[config.mk]
export PLATFORM = sky130hd
export DESIGN_NAME = tdma_uplink_turn_from_time_top
export DESIGN_NICKNAME = d
export VERILOG_FILES = /design/src/rtl/tdmaut_pkg.sv /design/src/rtl/tdma_uplink_turn_from_time_top.sv /design/src/rtl/tdmaut_cfg.sv /design/src/rtl/tdmaut_ctrl.sv /design/src/rtl/tdmaut_dp.sv
export SDC_FILE = /design/constraint.sdc
export NUM_CORES = 1
export LEC_CHECK = 0
export ABC_AREA = 1
export BUFFER_PORTS_ARGS = -buffer_cell sky130_fd_sc_hd__buf_2
export CAP_MARGIN = 0
export CORE_UTILIZATION = 61
export DETAILED_ROUTE_END_ITERATION = 10
export PLACE_DENSITY = 0.88
export SYNTH_ARGS = -nofsm -noshare
export SYNTH_HDL_FRONTEND = slang
export SYNTH_SLANG_ARGS = --single-unit
export TNS_END_PERCENT = 100
[constraint.sdc]
create_clock -name clk -period 10.4 [get_ports clk]
set_clock_uncertainty 0.05 [all_clocks]
set_input_delay 0.52 -clock clk [delete_from_list [all_inputs] [get_ports clk]]
set_output_delay 0.52 -clock clk [all_outputs]
set_load 0.02 [all_outputs]
[src/rtl/tdmaut_pkg.sv]
`default_nettype none
package tdmaut_pkg;

    localparam int TIME_W     = 58;
    localparam int SFD_W      = 32;
    localparam int TD_W       = 32;
    localparam int TCNT_W     = 6;
    localparam int MASK_W     = 32;
    localparam int UPS_W      = 6;
    localparam int NCNT_W     = 11;
    localparam int NODE_W     = 10;
    localparam int MAX_TILES  = 32;
    localparam int TIDX_W     = $clog2(MAX_TILES + 1);
    localparam int MIDX_W     = $clog2(MASK_W);
    localparam int TCMP_W     = (TIDX_W > TCNT_W) ? TIDX_W : TCNT_W;
    localparam int NODE_MIN   = 2;
    localparam int NODE_MAX   = 1024;
    localparam int CFG_IDX_W  = 3;
    localparam int CFG_DATA_W = 32;
    localparam int STEP_W     = $clog2(TIME_W);

    localparam logic [CFG_IDX_W-1:0] REG_SFD  = 3'd0;
    localparam logic [CFG_IDX_W-1:0] REG_TD   = 3'd1;
    localparam logic [CFG_IDX_W-1:0] REG_TCNT = 3'd2;
    localparam logic [CFG_IDX_W-1:0] REG_MASK = 3'd3;
    localparam logic [CFG_IDX_W-1:0] REG_UPS  = 3'd4;
    localparam logic [CFG_IDX_W-1:0] REG_NCNT = 3'd5;

    typedef struct packed {
        logic [SFD_W-1:0]  superframe_duration;
        logic [TD_W-1:0]   tile_duration;
        logic [TCNT_W-1:0] tile_count;
        logic [MASK_W-1:0] uplink_tile_mask;
        logic [UPS_W-1:0]  uplinks_per_superframe;
        logic [NCNT_W-1:0] node_count;
    } cfg_t;

    typedef struct packed {
        logic load;
        logic div_step;
        logic mul_step;
        logic walk_step;
        logic out_load;
    } cmd_t;

    typedef struct packed {
        logic walk_end;
    } sts_t;

endpackage
`default_nettype wire

[src/rtl/tdma_uplink_turn_from_time_top.sv]
// Works out which node owns the next uplink turn of a round-robin TDMA schedule
// from a 58-bit network time.
// The input channel (in_valid, in_stall, network_time) takes one transaction at a
// time; in_stall is high while a time is being worked on.
// The output channel (out_valid, out_stall, next_node) delivers one transaction
// per input, held in an output register until the receiver takes it.
// The configuration channel (cfg_valid, cfg_ready, cfg_index, cfg_data) writes
// register cfg_index; it is always ready and must only be used while idle.
// Each time passes in order through the bit-serial divider, a shift-add modular
// multiply and a walk over the elapsed tiles, of which there are 0 to 32.
// The divider yields one quotient bit per cycle, with the count reduced modulo
// node_count-1 on the fly, and the walk covers one tile per cycle.
// A new time is accepted the cycle after the result is registered, so the
// input takes no new time before the last one is through.
// If the receiver stalls, a finished result waits in the final state until the
// output register is free, and no new input is accepted while it waits; a new
// input is accepted while the output register holds an untaken result.
// Reset clears the controller and restores the register defaults.
`default_nettype none
module tdma_uplink_turn_from_time_top (
    input  wire logic                                clk,
    input  wire logic                                rst_n,
    input  wire logic                                in_valid,
    output logic                                     in_stall,
    input  wire logic [tdmaut_pkg::TIME_W-1:0]       network_time,
    output logic                                     out_valid,
    input  wire logic                                out_stall,
    output logic      [tdmaut_pkg::NODE_W-1:0]       next_node,
    input  wire logic                                cfg_valid,
    output logic                                     cfg_ready,
    input  wire logic [tdmaut_pkg::CFG_IDX_W-1:0]    cfg_index,
    input  wire logic [tdmaut_pkg::CFG_DATA_W-1:0]   cfg_data
);

    tdmaut_pkg::cfg_t cfg;
    tdmaut_pkg::cmd_t cmd;
    tdmaut_pkg::sts_t sts;

    tdmaut_cfg u_cfg (
        .clk       (clk),
        .rst_n     (rst_n),
        .cfg_valid (cfg_valid),
        .cfg_ready (cfg_ready),
        .cfg_index (cfg_index),
        .cfg_data  (cfg_data),
        .cfg       (cfg)
    );

    tdmaut_ctrl u_ctrl (
        .clk       (clk),
        .rst_n     (rst_n),
        .in_valid  (in_valid),
        .in_stall  (in_stall),
        .out_valid (out_valid),
        .out_stall (out_stall),
        .sts       (sts),
        .cmd       (cmd)
    );

    tdmaut_dp u_dp (
        .clk          (clk),
        .cfg          (cfg),
        .cmd          (cmd),
        .sts          (sts),
        .network_time (network_time),
        .next_node    (next_node)
    );

endmodule
`default_nettype wire

[src/rtl/tdmaut_cfg.sv]
`default_nettype none
module tdmaut_cfg (
    input  wire logic                                clk,
    input  wire logic                                rst_n,
    input  wire logic                                cfg_valid,
    output logic                                     cfg_ready,
    input  wire logic [tdmaut_pkg::CFG_IDX_W-1:0]    cfg_index,
    input  wire logic [tdmaut_pkg::CFG_DATA_W-1:0]   cfg_data,
    output tdmaut_pkg::cfg_t                         cfg
);

    tdmaut_pkg::cfg_t cfg_reg;
    tdmaut_pkg::cfg_t cfg_next;

    assign cfg_ready = 1'b1;
    assign cfg = cfg_reg;

    always_comb
    begin
        cfg_next = cfg_reg;
        if (cfg_valid)
        begin
            unique case (cfg_index)
                tdmaut_pkg::REG_SFD:
                    cfg_next.superframe_duration = cfg_data[tdmaut_pkg::SFD_W-1:0];
                tdmaut_pkg::REG_TD:
                    cfg_next.tile_duration = cfg_data[tdmaut_pkg::TD_W-1:0];
                tdmaut_pkg::REG_TCNT:
                    cfg_next.tile_count = cfg_data[tdmaut_pkg::TCNT_W-1:0];
                tdmaut_pkg::REG_MASK:
                    cfg_next.uplink_tile_mask = cfg_data[tdmaut_pkg::MASK_W-1:0];
                tdmaut_pkg::REG_UPS:
                    cfg_next.uplinks_per_superframe = cfg_data[tdmaut_pkg::UPS_W-1:0];
                tdmaut_pkg::REG_NCNT:
                    cfg_next.node_count = cfg_data[tdmaut_pkg::NCNT_W-1:0];
                default:
                    cfg_next = cfg_reg;
            endcase
        end
    end

    always_ff @(posedge clk or negedge rst_n)
    begin
        if (!rst_n)
        begin
            cfg_reg.superframe_duration    <= tdmaut_pkg::SFD_W'(1);
            cfg_reg.tile_duration          <= tdmaut_pkg::TD_W'(1);
            cfg_reg.tile_count             <= tdmaut_pkg::TCNT_W'(1);
            cfg_reg.uplink_tile_mask       <= '0;
            cfg_reg.uplinks_per_superframe <= '0;
            cfg_reg.node_count             <= tdmaut_pkg::NCNT_W'(tdmaut_pkg::NODE_MIN);
        end
        else
        begin
            cfg_reg <= cfg_next;
        end
    end

endmodule
`default_nettype wire

[src/rtl/tdmaut_ctrl.sv]
`default_nettype none
module tdmaut_ctrl (
    input  wire logic         clk,
    input  wire logic         rst_n,
    input  wire logic         in_valid,
    output logic              in_stall,
    output logic              out_valid,
    input  wire logic         out_stall,
    input  wire tdmaut_pkg::sts_t sts,
    output tdmaut_pkg::cmd_t  cmd
);

    localparam logic [2:0] ST_IDLE = 3'd0;
    localparam logic [2:0] ST_DIV  = 3'd1;
    localparam logic [2:0] ST_MUL  = 3'd2;
    localparam logic [2:0] ST_WALK = 3'd3;
    localparam logic [2:0] ST_FIN  = 3'd4;

    logic [2:0]                    state_reg;
    logic [2:0]                    state_next;
    logic [tdmaut_pkg::STEP_W-1:0] cnt_reg;
    logic [tdmaut_pkg::STEP_W-1:0] cnt_next;
    logic                          out_valid_reg;
    logic                          out_valid_next;

    assign in_stall  = (state_reg != ST_IDLE);
    assign out_valid = out_valid_reg;

    always_comb
    begin
        state_next     = state_reg;
        cnt_next       = cnt_reg;
        out_valid_next = out_valid_reg;
        cmd            = '0;
        if (out_valid_reg && !out_stall)
        begin
            out_valid_next = 1'b0;
        end
        unique case (state_reg)
            ST_IDLE:
            begin
                if (in_valid)
                begin
                    cmd.load   = 1'b1;
                    cnt_next   = '0;
                    state_next = ST_DIV;
                end
            end
            ST_DIV:
            begin
                cmd.div_step = 1'b1;
                if (cnt_reg == tdmaut_pkg::STEP_W'(tdmaut_pkg::TIME_W - 1))
                begin
                    cnt_next   = '0;
                    state_next = ST_MUL;
                end
                else
                begin
                    cnt_next = cnt_reg + 1'b1;
                end
            end
            ST_MUL:
            begin
                cmd.mul_step = 1'b1;
                if (cnt_reg == tdmaut_pkg::STEP_W'(tdmaut_pkg::UPS_W - 1))
                begin
                    cnt_next   = '0;
                    state_next = ST_WALK;
                end
                else
                begin
                    cnt_next = cnt_reg + 1'b1;
                end
            end
            ST_WALK:
            begin
                if (sts.walk_end)
                begin
                    state_next = ST_FIN;
                end
                else
                begin
                    cmd.walk_step = 1'b1;
                end
            end
            ST_FIN:
            begin
                if (!out_valid_reg || !out_stall)
                begin
                    cmd.out_load   = 1'b1;
                    out_valid_next = 1'b1;
                    state_next     = ST_IDLE;
                end
            end
            default:
            begin
                state_next = ST_IDLE;
            end
        endcase
    end

    always_ff @(posedge clk or negedge rst_n)
    begin
        if (!rst_n)
        begin
            state_reg     <= ST_IDLE;
            cnt_reg       <= '0;
            out_valid_reg <= 1'b0;
        end
        else
        begin
            state_reg     <= state_next;
            cnt_reg       <= cnt_next;
            out_valid_reg <= out_valid_next;
        end
    end

endmodule
`default_nettype wire

[src/rtl/tdmaut_dp.sv]
`default_nettype none
module tdmaut_dp (
    input  wire logic                              clk,
    input  wire tdmaut_pkg::cfg_t                  cfg,
    input  wire tdmaut_pkg::cmd_t                  cmd,
    output tdmaut_pkg::sts_t                       sts,
    input  wire logic [tdmaut_pkg::TIME_W-1:0]     network_time,
    output logic      [tdmaut_pkg::NODE_W-1:0]     next_node
);

    localparam int SFD_W  = tdmaut_pkg::SFD_W;
    localparam int NODE_W = tdmaut_pkg::NODE_W;
    localparam int TCMP_W = tdmaut_pkg::TCMP_W;

    logic [tdmaut_pkg::TIME_W-1:0] t_reg;
    logic [tdmaut_pkg::TIME_W-1:0] t_next;
    logic [SFD_W-1:0]              rem_reg;
    logic [SFD_W-1:0]              rem_next;
    logic [NODE_W-1:0]             cm_reg;
    logic [NODE_W-1:0]             cm_next;
    logic [NODE_W-1:0]             phase_reg;
    logic [NODE_W-1:0]             phase_next;
    logic [tdmaut_pkg::UPS_W-1:0]  ups_reg;
    logic [tdmaut_pkg::UPS_W-1:0]  ups_next;
    logic [tdmaut_pkg::TIDX_W-1:0] idx_reg;
    logic [tdmaut_pkg::TIDX_W-1:0] idx_next;
    logic [NODE_W-1:0]             node_reg;
    logic [NODE_W-1:0]             node_next;

    logic [SFD_W-1:0]  sfd;
    logic [NODE_W-1:0] m;
    logic [SFD_W:0]    rem_sh;
    logic              qbit;
    logic [NODE_W:0]   cm_sh;
    logic [NODE_W:0]   dbl;
    logic [NODE_W-1:0] dbl_red;
    logic [NODE_W:0]   sum;
    logic [NODE_W-1:0] sum_red;
    logic [NODE_W:0]   inc;
    logic [NODE_W-1:0] inc_red;
    logic [TCMP_W-1:0] tiles;
    logic [TCMP_W-1:0] tc;
    logic              up_tile;

    always_comb
    begin
        sfd = (cfg.superframe_duration == '0) ? SFD_W'(1) : cfg.superframe_duration;
        if (cfg.node_count < tdmaut_pkg::NCNT_W'(tdmaut_pkg::NODE_MIN))
        begin
            m = NODE_W'(tdmaut_pkg::NODE_MIN - 1);
        end
        else if (cfg.node_count > tdmaut_pkg::NCNT_W'(tdmaut_pkg::NODE_MAX))
        begin
            m = NODE_W'(tdmaut_pkg::NODE_MAX - 1);
        end
        else
        begin
            m = NODE_W'(cfg.node_count - 1'b1);
        end

        rem_sh = {rem_reg, t_reg[tdmaut_pkg::TIME_W-1]};
        qbit   = (rem_sh >= {1'b0, sfd});

        cm_sh = {cm_reg, qbit};
        cm_next = (cm_sh >= {1'b0, m}) ? NODE_W'(cm_sh - {1'b0, m}) : cm_sh[NODE_W-1:0];

        dbl     = {phase_reg, 1'b0};
        dbl_red = (dbl >= {1'b0, m}) ? NODE_W'(dbl - {1'b0, m}) : dbl[NODE_W-1:0];
        sum     = {1'b0, dbl_red}
                + (ups_reg[tdmaut_pkg::UPS_W-1] ? {1'b0, cm_reg} : '0);
        sum_red = (sum >= {1'b0, m}) ? NODE_W'(sum - {1'b0, m}) : sum[NODE_W-1:0];

        inc     = {1'b0, phase_reg} + 1'b1;
        inc_red = (inc >= {1'b0, m}) ? '0 : inc[NODE_W-1:0];

        tc    = TCMP_W'(cfg.tile_count);
        tiles = (tc > TCMP_W'(tdmaut_pkg::MAX_TILES)) ? TCMP_W'(tdmaut_pkg::MAX_TILES) : tc;
        up_tile = (TCMP_W'(idx_reg) < TCMP_W'(tdmaut_pkg::MASK_W))
               && cfg.uplink_tile_mask[idx_reg[tdmaut_pkg::MIDX_W-1:0]];
        sts.walk_end = (TCMP_W'(idx_reg) >= tiles) || (rem_reg < cfg.tile_duration);

        t_next     = t_reg;
        rem_next   = rem_reg;
        phase_next = phase_reg;
        ups_next   = ups_reg;
        idx_next   = idx_reg;
        node_next  = node_reg;
        if (cmd.load)
        begin
            t_next     = network_time;
            rem_next   = '0;
            phase_next = '0;
            ups_next   = cfg.uplinks_per_superframe;
            idx_next   = '0;
        end
        if (cmd.div_step)
        begin
            t_next   = {t_reg[tdmaut_pkg::TIME_W-2:0], 1'b0};
            rem_next = qbit ? SFD_W'(rem_sh - {1'b0, sfd}) : rem_sh[SFD_W-1:0];
        end
        if (cmd.mul_step)
        begin
            phase_next = sum_red;
            ups_next   = {ups_reg[tdmaut_pkg::UPS_W-2:0], 1'b0};
        end
        if (cmd.walk_step)
        begin
            rem_next = rem_reg - cfg.tile_duration;
            idx_next = idx_reg + 1'b1;
            if (up_tile)
            begin
                phase_next = inc_red;
            end
        end
        if (cmd.out_load)
        begin
            node_next = m - phase_reg;
        end
    end

    assign next_node = node_reg;

    always_ff @(posedge clk)
    begin
        t_reg     <= t_next;
        rem_reg   <= rem_next;
        cm_reg    <= cmd.load ? '0 : (cmd.div_step ? cm_next : cm_reg);
        phase_reg <= phase_next;
        ups_reg   <= ups_next;
        idx_reg   <= idx_next;
        node_reg  <= node_next;
    end

endmodule
`default_nettype wire

Word-level counts from Yosys, hierarchy flattened. Index checks and enable logic that the tools add are counted.

Register bits after elaboration: 261. Bits of input ports: 98. Logic and storage cells: 126.

$add $sub $neg: 11. Order comparisons: 12. Equality and inequality tests: 16. Mux-type cells: 46. Reduce and logical (&&, ||, !) cells: 23.

Operator list (count): $mux W32 (5); $mux W58 (2); $mux W10 (11); $sub A32 B32 Y32 (2); $mux W6 (8); $ge A11 B10 Y1 (4); $sub A10 B10 Y10 (4); $ge A33 B32 Y1 (1); $logic_not A32 Y1 (1); $lt A32 B32 Y1 (1); $pmux W6 S3 (1); $mux W3 (5); $pmux W3 S5 (1); $reduce_and A2 Y1 (7); $add A6 B1 Y6 const B (2); $eq A3 B2 Y1 const B (4); $mux W1 (12); $add A10 B1 Y11 const B (1); $add A10 B10 Y11 (1); $gt A11 B11 Y1 const B (1); $lt A11 B2 Y1 const B (1); $sub A10 B1 Y10 const B (1); $eq A3 B3 Y1 const B (3); $reduce_bool A3 Y1 (3); other kinds (16) (26).

Longest topological paths before layout.
Word-level depth: 11. Mapped depth: 40. Mapped depth without buffers: 39.

Cells and area by module. A second synthesis with hierarchy kept.

Cell total of the unflattened synthesis: 2994. Area, all modules: 20246.9 µm².

Modules (own cells, without submodules): tdmaut_dp (times used 1, cells an instance 2372, area an instance 14894.3 µm², seq. area each 3743.6 µm²); tdmaut_cfg (times used 1, cells an instance 529, area an instance 4655.7 µm², seq. area each 2982.9 µm²); tdmaut_ctrl (times used 1, cells an instance 93, area an instance 696.9 µm², seq. area each 250.2 µm²).

Worst setup path after synthesis. No wires, ideal clock.

Kind: register to register. Start point: register u_cfg.cfg_reg, in the netlist u_cfg.cfg[1]. End point: register u_dp.phase_reg[0]. Library setup time: 113 ps. Arrival: 4987 ps. Required time: 10237 ps. Path slack: 5250 ps. Stages on the path, launching flop included: 39. Path buffers: 1. Period minus slack after synthesis: 5150 ps. Cell sequence: dfstp_2 -> inv_1 -> ha_1 -> nand2_1 -> nor2_2 -> nand2_1 -> nand2_2 -> a21oi_1 -> inv_1 -> ha_1 -> ha_1 -> nand2_1 -> nor2_1 -> nand3_1 -> nand3_4 -> buf_6 -> nand2_1 -> inv_1 -> [... 3 more ...] -> nor2_1 -> o21ai_0 -> nand2_1 -> nand2_1 -> nand2_1 -> inv_1 -> ha_1 -> nand2_1 -> nor2_1 -> nand3_1 -> nand3_1 -> nand2_2 -> nand2_2 -> nand2_1 -> nand3_1 -> nand2_1 -> nor2_1 -> nor2_1.

Cells in the longest elaborated chain, start to end: 11. Elaborated cells on any way between the ends: 17. Classes of those cells: add/sub (4); order compare (5); mux (8).

Ends and longest elaborated chain: from (decl) (line tdmaut_cfg.sv:12) `tdmaut_pkg::cfg_t cfg_reg;`; from (signal assigned) (line tdmaut_cfg.sv:55) `cfg_reg <= cfg_next;`; $gt A11 B11 Y1 / $sub A10 B1 Y10 (equally long branches) (line tdmaut_dp.sv:52, tdmaut_dp.sv:58); $mux W10 (line tdmaut_dp.sv:52) `else if (cfg.node_count > tdmaut_pkg::NCNT_W'(tdmaut_pkg::NODE_MAX))`; $mux W10 (*) (line tdmaut_dp.sv:48) `if (cfg.node_count < tdmaut_pkg::NCNT_W'(tdmaut_pkg::NODE_MIN))`; $sub A10 B10 Y10 / $ge A11 B10 Y1 (equally long branches) (line tdmaut_dp.sv:68) `dbl_red = (dbl >= {1'b0, m}) ? NODE_W'(dbl - {1'b0, m}) : dbl[NODE_W-1:0];`; $mux W10 (line tdmaut_dp.sv:68); $add A10 B10 Y11 (line tdmaut_dp.sv:70) `+ (ups_reg[tdmaut_pkg::UPS_W-1] ? {1'b0, cm_reg} : '0);`; $sub A10 B10 Y10 / $ge A11 B10 Y1 (equally long branches) (line tdmaut_dp.sv:71) `sum_red = (sum >= {1'b0, m}) ? NODE_W'(sum - {1'b0, m}) : sum[NODE_W-1:0];`; $mux W10 (line tdmaut_dp.sv:71); $mux W10 (line tdmaut_dp.sv:101) `if (cmd.mul_step)`; $mux W10 (line tdmaut_dp.sv:110) `if (up_tile)`; $mux W10 (*) (line tdmaut_dp.sv:106) `if (cmd.walk_step)`; via u_dp.phase_next[0] (line tdmaut_dp.sv:22) `logic [NODE_W-1:0] phase_next;`; to (signal assigned) (line tdmaut_dp.sv:128) `phase_reg <= phase_next;`; to (decl) (line tdmaut_dp.sv:21) `logic [NODE_W-1:0] phase_reg;`.

Mark *: on every way through the listed nets, which the timed path passes. The rest lies on a longest branch. A chain may end at the register's enable or synchronous reset.

Final worst setup path.
Start point: register u_cfg.cfg_reg, in the netlist u_cfg.cfg[0]. End point: register u_dp.phase_reg[5].

Cells in the longest elaborated chain, start to end: 11. Elaborated cells on any way between the ends: 17. Classes of those cells: add/sub (4); order compare (5); mux (8).

Ends and longest elaborated chain (line): $sub A10 B1 Y10 / $gt A11 B11 Y1 (equally long branches) (tdmaut_dp.sv:58, tdmaut_dp.sv:52); $mux W10 (tdmaut_dp.sv:52); $mux W10 (*) (tdmaut_dp.sv:48); $sub A10 B10 Y10 / $ge A11 B10 Y1 (equally long branches) (tdmaut_dp.sv:68); $mux W10 (tdmaut_dp.sv:68); $add A10 B10 Y11 (tdmaut_dp.sv:70); $sub A10 B10 Y10 / $ge A11 B10 Y1 (equally long branches) (tdmaut_dp.sv:71); $mux W10 (tdmaut_dp.sv:71); $mux W10 (tdmaut_dp.sv:101); $mux W10 (tdmaut_dp.sv:110); $mux W10 (*) (tdmaut_dp.sv:106); via u_dp.phase_next[5] (tdmaut_dp.sv:22).

Marks and branches as above.

==> flow_summary.toml <==
[cells_and_area]
fin_area_sq_um = 21300
nNetsFinal = 3064
layout-area-overhead-vs-synth_pct = 9.28
utilization_pct = 67.6
stdcell_count = 3252
layout-drive-gt1-share_pct = 7.45
fillers = 2619
largest_reg_flops = 119

[power_and_ir_drop]
p_total_mw = 8.33
p_leak_nw = 11.2
p_per_area_nw_per_um2 = 391
ir_drop_mv = 0.241

[logic_synthesis]
synth_nets = 2982
yosysWarningCount = 0
yosysUniqueCellTypes = 55
synth_edf_count = 110
netlist_instances = 2742
synthesis.area_sq_um = 19500
syn_area_per_cell_sq_um = 7.12
synthArstFlopShare_pct = 49.4
synth_top_flop_cell = "dfrtp_1"
seq_area_frac_synth_pct = 35.7
ys_ff_latch = 261

[placement]
hpwl_um = 44500
globalplace.congestion = 1.02
dp.cells = 3194
placed_cell_area_sq_um = 20300
place_ws_ps = 3700
port_buffers = 109

[floorplanning]
dieArea_sq_um = 32700
dieHeight_um = 181
initial_utilization_pct = 61.9
num_io_pins = 111
rows = 65
dieWidth_um = 181
design.core.area_sq_um = 31600

[sta]
fin_ws_ps = 3550
setup_violations = 0
tightest_slew_ps = 1250
grt_setup_unrepaired = "no"
whs_ps = 172
relSlewSlack_pct = 15.7
timing.setup.tns_ps = 0
fmax_ghz = 0.146
layout_min_cycle_time_ps = 6850
final-hold-violation-count = 0
fin_crit_sh_pct = 65.8
final_max_slew_viol_count = 0

[flow_run]
maxCapViolations = 0

[global_route]
antenna_found_initial = 3
grt_pass1_wl_um = 92400
grt_pass1_vias = 17800
grt_usage_pct = 35.6
grt_max_degree = 79
grt-ovfl-total = 0

[worst_setup_path]
cp.arrival_ps = 7300
startpoint_type = "register"
cp_max_fo = 18
reg2reg_depth = 32
cp.depth = 32
path_buf_inv = 5
path_common_cell = "nand2_1"
slowest_stage = "o31ai_1"
cp.required_ps = 10860
path_class = "reg2reg"
critical_path.top_delay_family = "simple AND/OR/NAND/NOR gates"
end_kind = "register"
max_stage_delay_ps = 1000

[clock_tree]
clkSinkCount = 261
post_cts_buffers = 0
clk-insertion-delay-late_ps = 580
cts_resized = 0
h-tree-depth = 1
cts_buffers = 29
tritoncts = "done"
clockBufferDepth = 3
root_buffer = "clkbuf_16"
clk_pin_slew_ps = 70

[min_path]
hold_path_class = "in2reg"
min_path_cells = 2

[run_status]
run_status = "finished, final reports clean"

[route]
routed_wl_um = 58500
wl_per_cell_um = 18.0
drtIter0Drc = 1847
antenna_left = 0
viasPerCell = 5.86
dr.pass1.iters = 6
drc = 0
vias = 19100
[repair_timing]
action	4_1_cts	5_1_grt
hold buffers	1	0
endpoints found under the setup margin	0	0
hold endpoints to repair	51	0
[logic make-up after synthesis]
| group | Yosys count | share of synthesized area, % |
|---|---|---|
| AOI/OAI and AO/OA | 403 | 12.0 |
| xor gates and xnor gates | 73 | 3.28 |
| adders and majority gates | 142 | 9.37 |
| buffers and inverters | 510 | 10.3 |
| DFF | 261 | 35.7 |
| other | 1 | 0.0192 |
| and+or+nand+nor | 1352 | 29.2 |
[layer usage]
metal | GRT usage (%) | wire, um | share of wire (%) | vias to the layer above
met5 | 0 | 0 | 0 | -
met4 | 9.85 | 1610 | 2.7 | 0
met3 | 7.68 | 6460 | 11 | 111
met2 | 54.6 | 25300 | 43 | 1001
met1 | 50.7 | 25100 | 43 | 8913
li1 | - | - | - | 9030
[power breakdown]
part	total [mW]	internal (mW)	switching, mW
clock network	1.08	0.653	0.428
registers	1.94	1.60	0.348
logic	5.30	1.81	3.49
[worst register-to-register path: cells and delay by family, from the launching register on]
family / cells / cell delay, ps
buffers and inverters: 5 / 460
and+or+nand+nor: 19 / 2600
AOI/OAI and AO/OA: 3 / 1560
xor gates and xnor gates: 1 / 250
DFF: 1 / 440
adders and majority gates: 4 / 1420
[cells in the final DEF (no fill, tap or decap), types with 10 or more instances in the layout]
| cell type | n |
|---|---|
| nand3b_1 | 34 |
| xor2_1 | 42 |
| edfxtp_1 | 110 |
| nand2_1 | 825 |
| xnor2_1 | 31 |
| a21oi_1 | 108 |
| nand4_1 | 25 |
| dfxtp_1 | 22 |
| o21ai_0 | 181 |
| a22o_1 | 60 |
| nor2_1 | 211 |
| nand2_2 | 18 |
| nor3_1 | 22 |
| dfrtp_1 | 125 |
| inv_1 | 440 |
| o21ai_1 | 10 |
| buf_2 | 108 |
| clkbuf_16 | 29 |
| nor4_1 | 17 |
| ha_1 | 135 |
| nand3_1 | 170 |
| o21bai_1 | 12 |
[Yosys cell counts (3+ instances only)]
cell	n	area share [%]
or2_2	5	0.16
a21o_1	7	0.27
nor4_1	17	0.54
dfxtp_1	22	2.3
o21a_1	4	0.15
o211ai_1	4	0.15
fa_1	7	0.72
dfrtp_1	125	16
ha_1	135	8.7
nand3_1	171	4.4
a31oi_1	5	0.16
nor2_1	212	4.1
inv_1	441	8.5
xor2_1	42	1.9
buf_6	4	0.23
edfxtp_1	110	17
a21boi_0	3	0.12
xnor2_1	31	1.4
a22o_1	60	2.7
nor3_1	23	0.59
clkbuf_1	36	0.69
nand2_2	16	0.51
nand4_1	25	0.80
buf_2	20	0.51
o21ai_1	10	0.26
nand3b_1	34	1.3
o21bai_1	12	0.46
nand2_1	827	16
buf_4	3	0.12
a21oi_1	108	2.8
nand3_2	3	0.15
o21ai_0	181	4.6
nor2_2	6	0.19
dfstp_2	4	0.54
[layout make-up]
| class | count | area [sq um] | area share [%] |
|---|---|---|---|
| multi-input combinational | 1971 | 10600 | 49.5 |
| sequential | 261 | 6980 | 32.7 |
| inverter | 444 | 1670 | 7.83 |
| clock buffer | 42 | 825 | 3.87 |
| timing repair buffer | 117 | 611 | 2.86 |
| tap | 402 | 503 | 2.36 |
| clock inverter | 12 | 184 | 0.862 |
| antenna | 3 | 7.51 | 0.0352 |
[final timing paths]
check | to | start | slack [ps]
max in group asynchronous | u_ctrl.cnt_reg[1] | rst_n | 8390
worst min-delay path | u_dp.t_reg[56] | network_time[56] | 170
worst max register to register | u_dp.phase_reg[5] | u_cfg.cfg[0] | 3550
worst max-delay path | u_dp.phase_reg[5] | u_cfg.cfg[0] | 3550
min in group asynchronous | u_cfg.cfg[47] | rst_n | 480
worst min register to register | u_dp.ups_reg[0] | u_dp.ups_reg[0] | 410
Power figures use the tool's default switching activity.
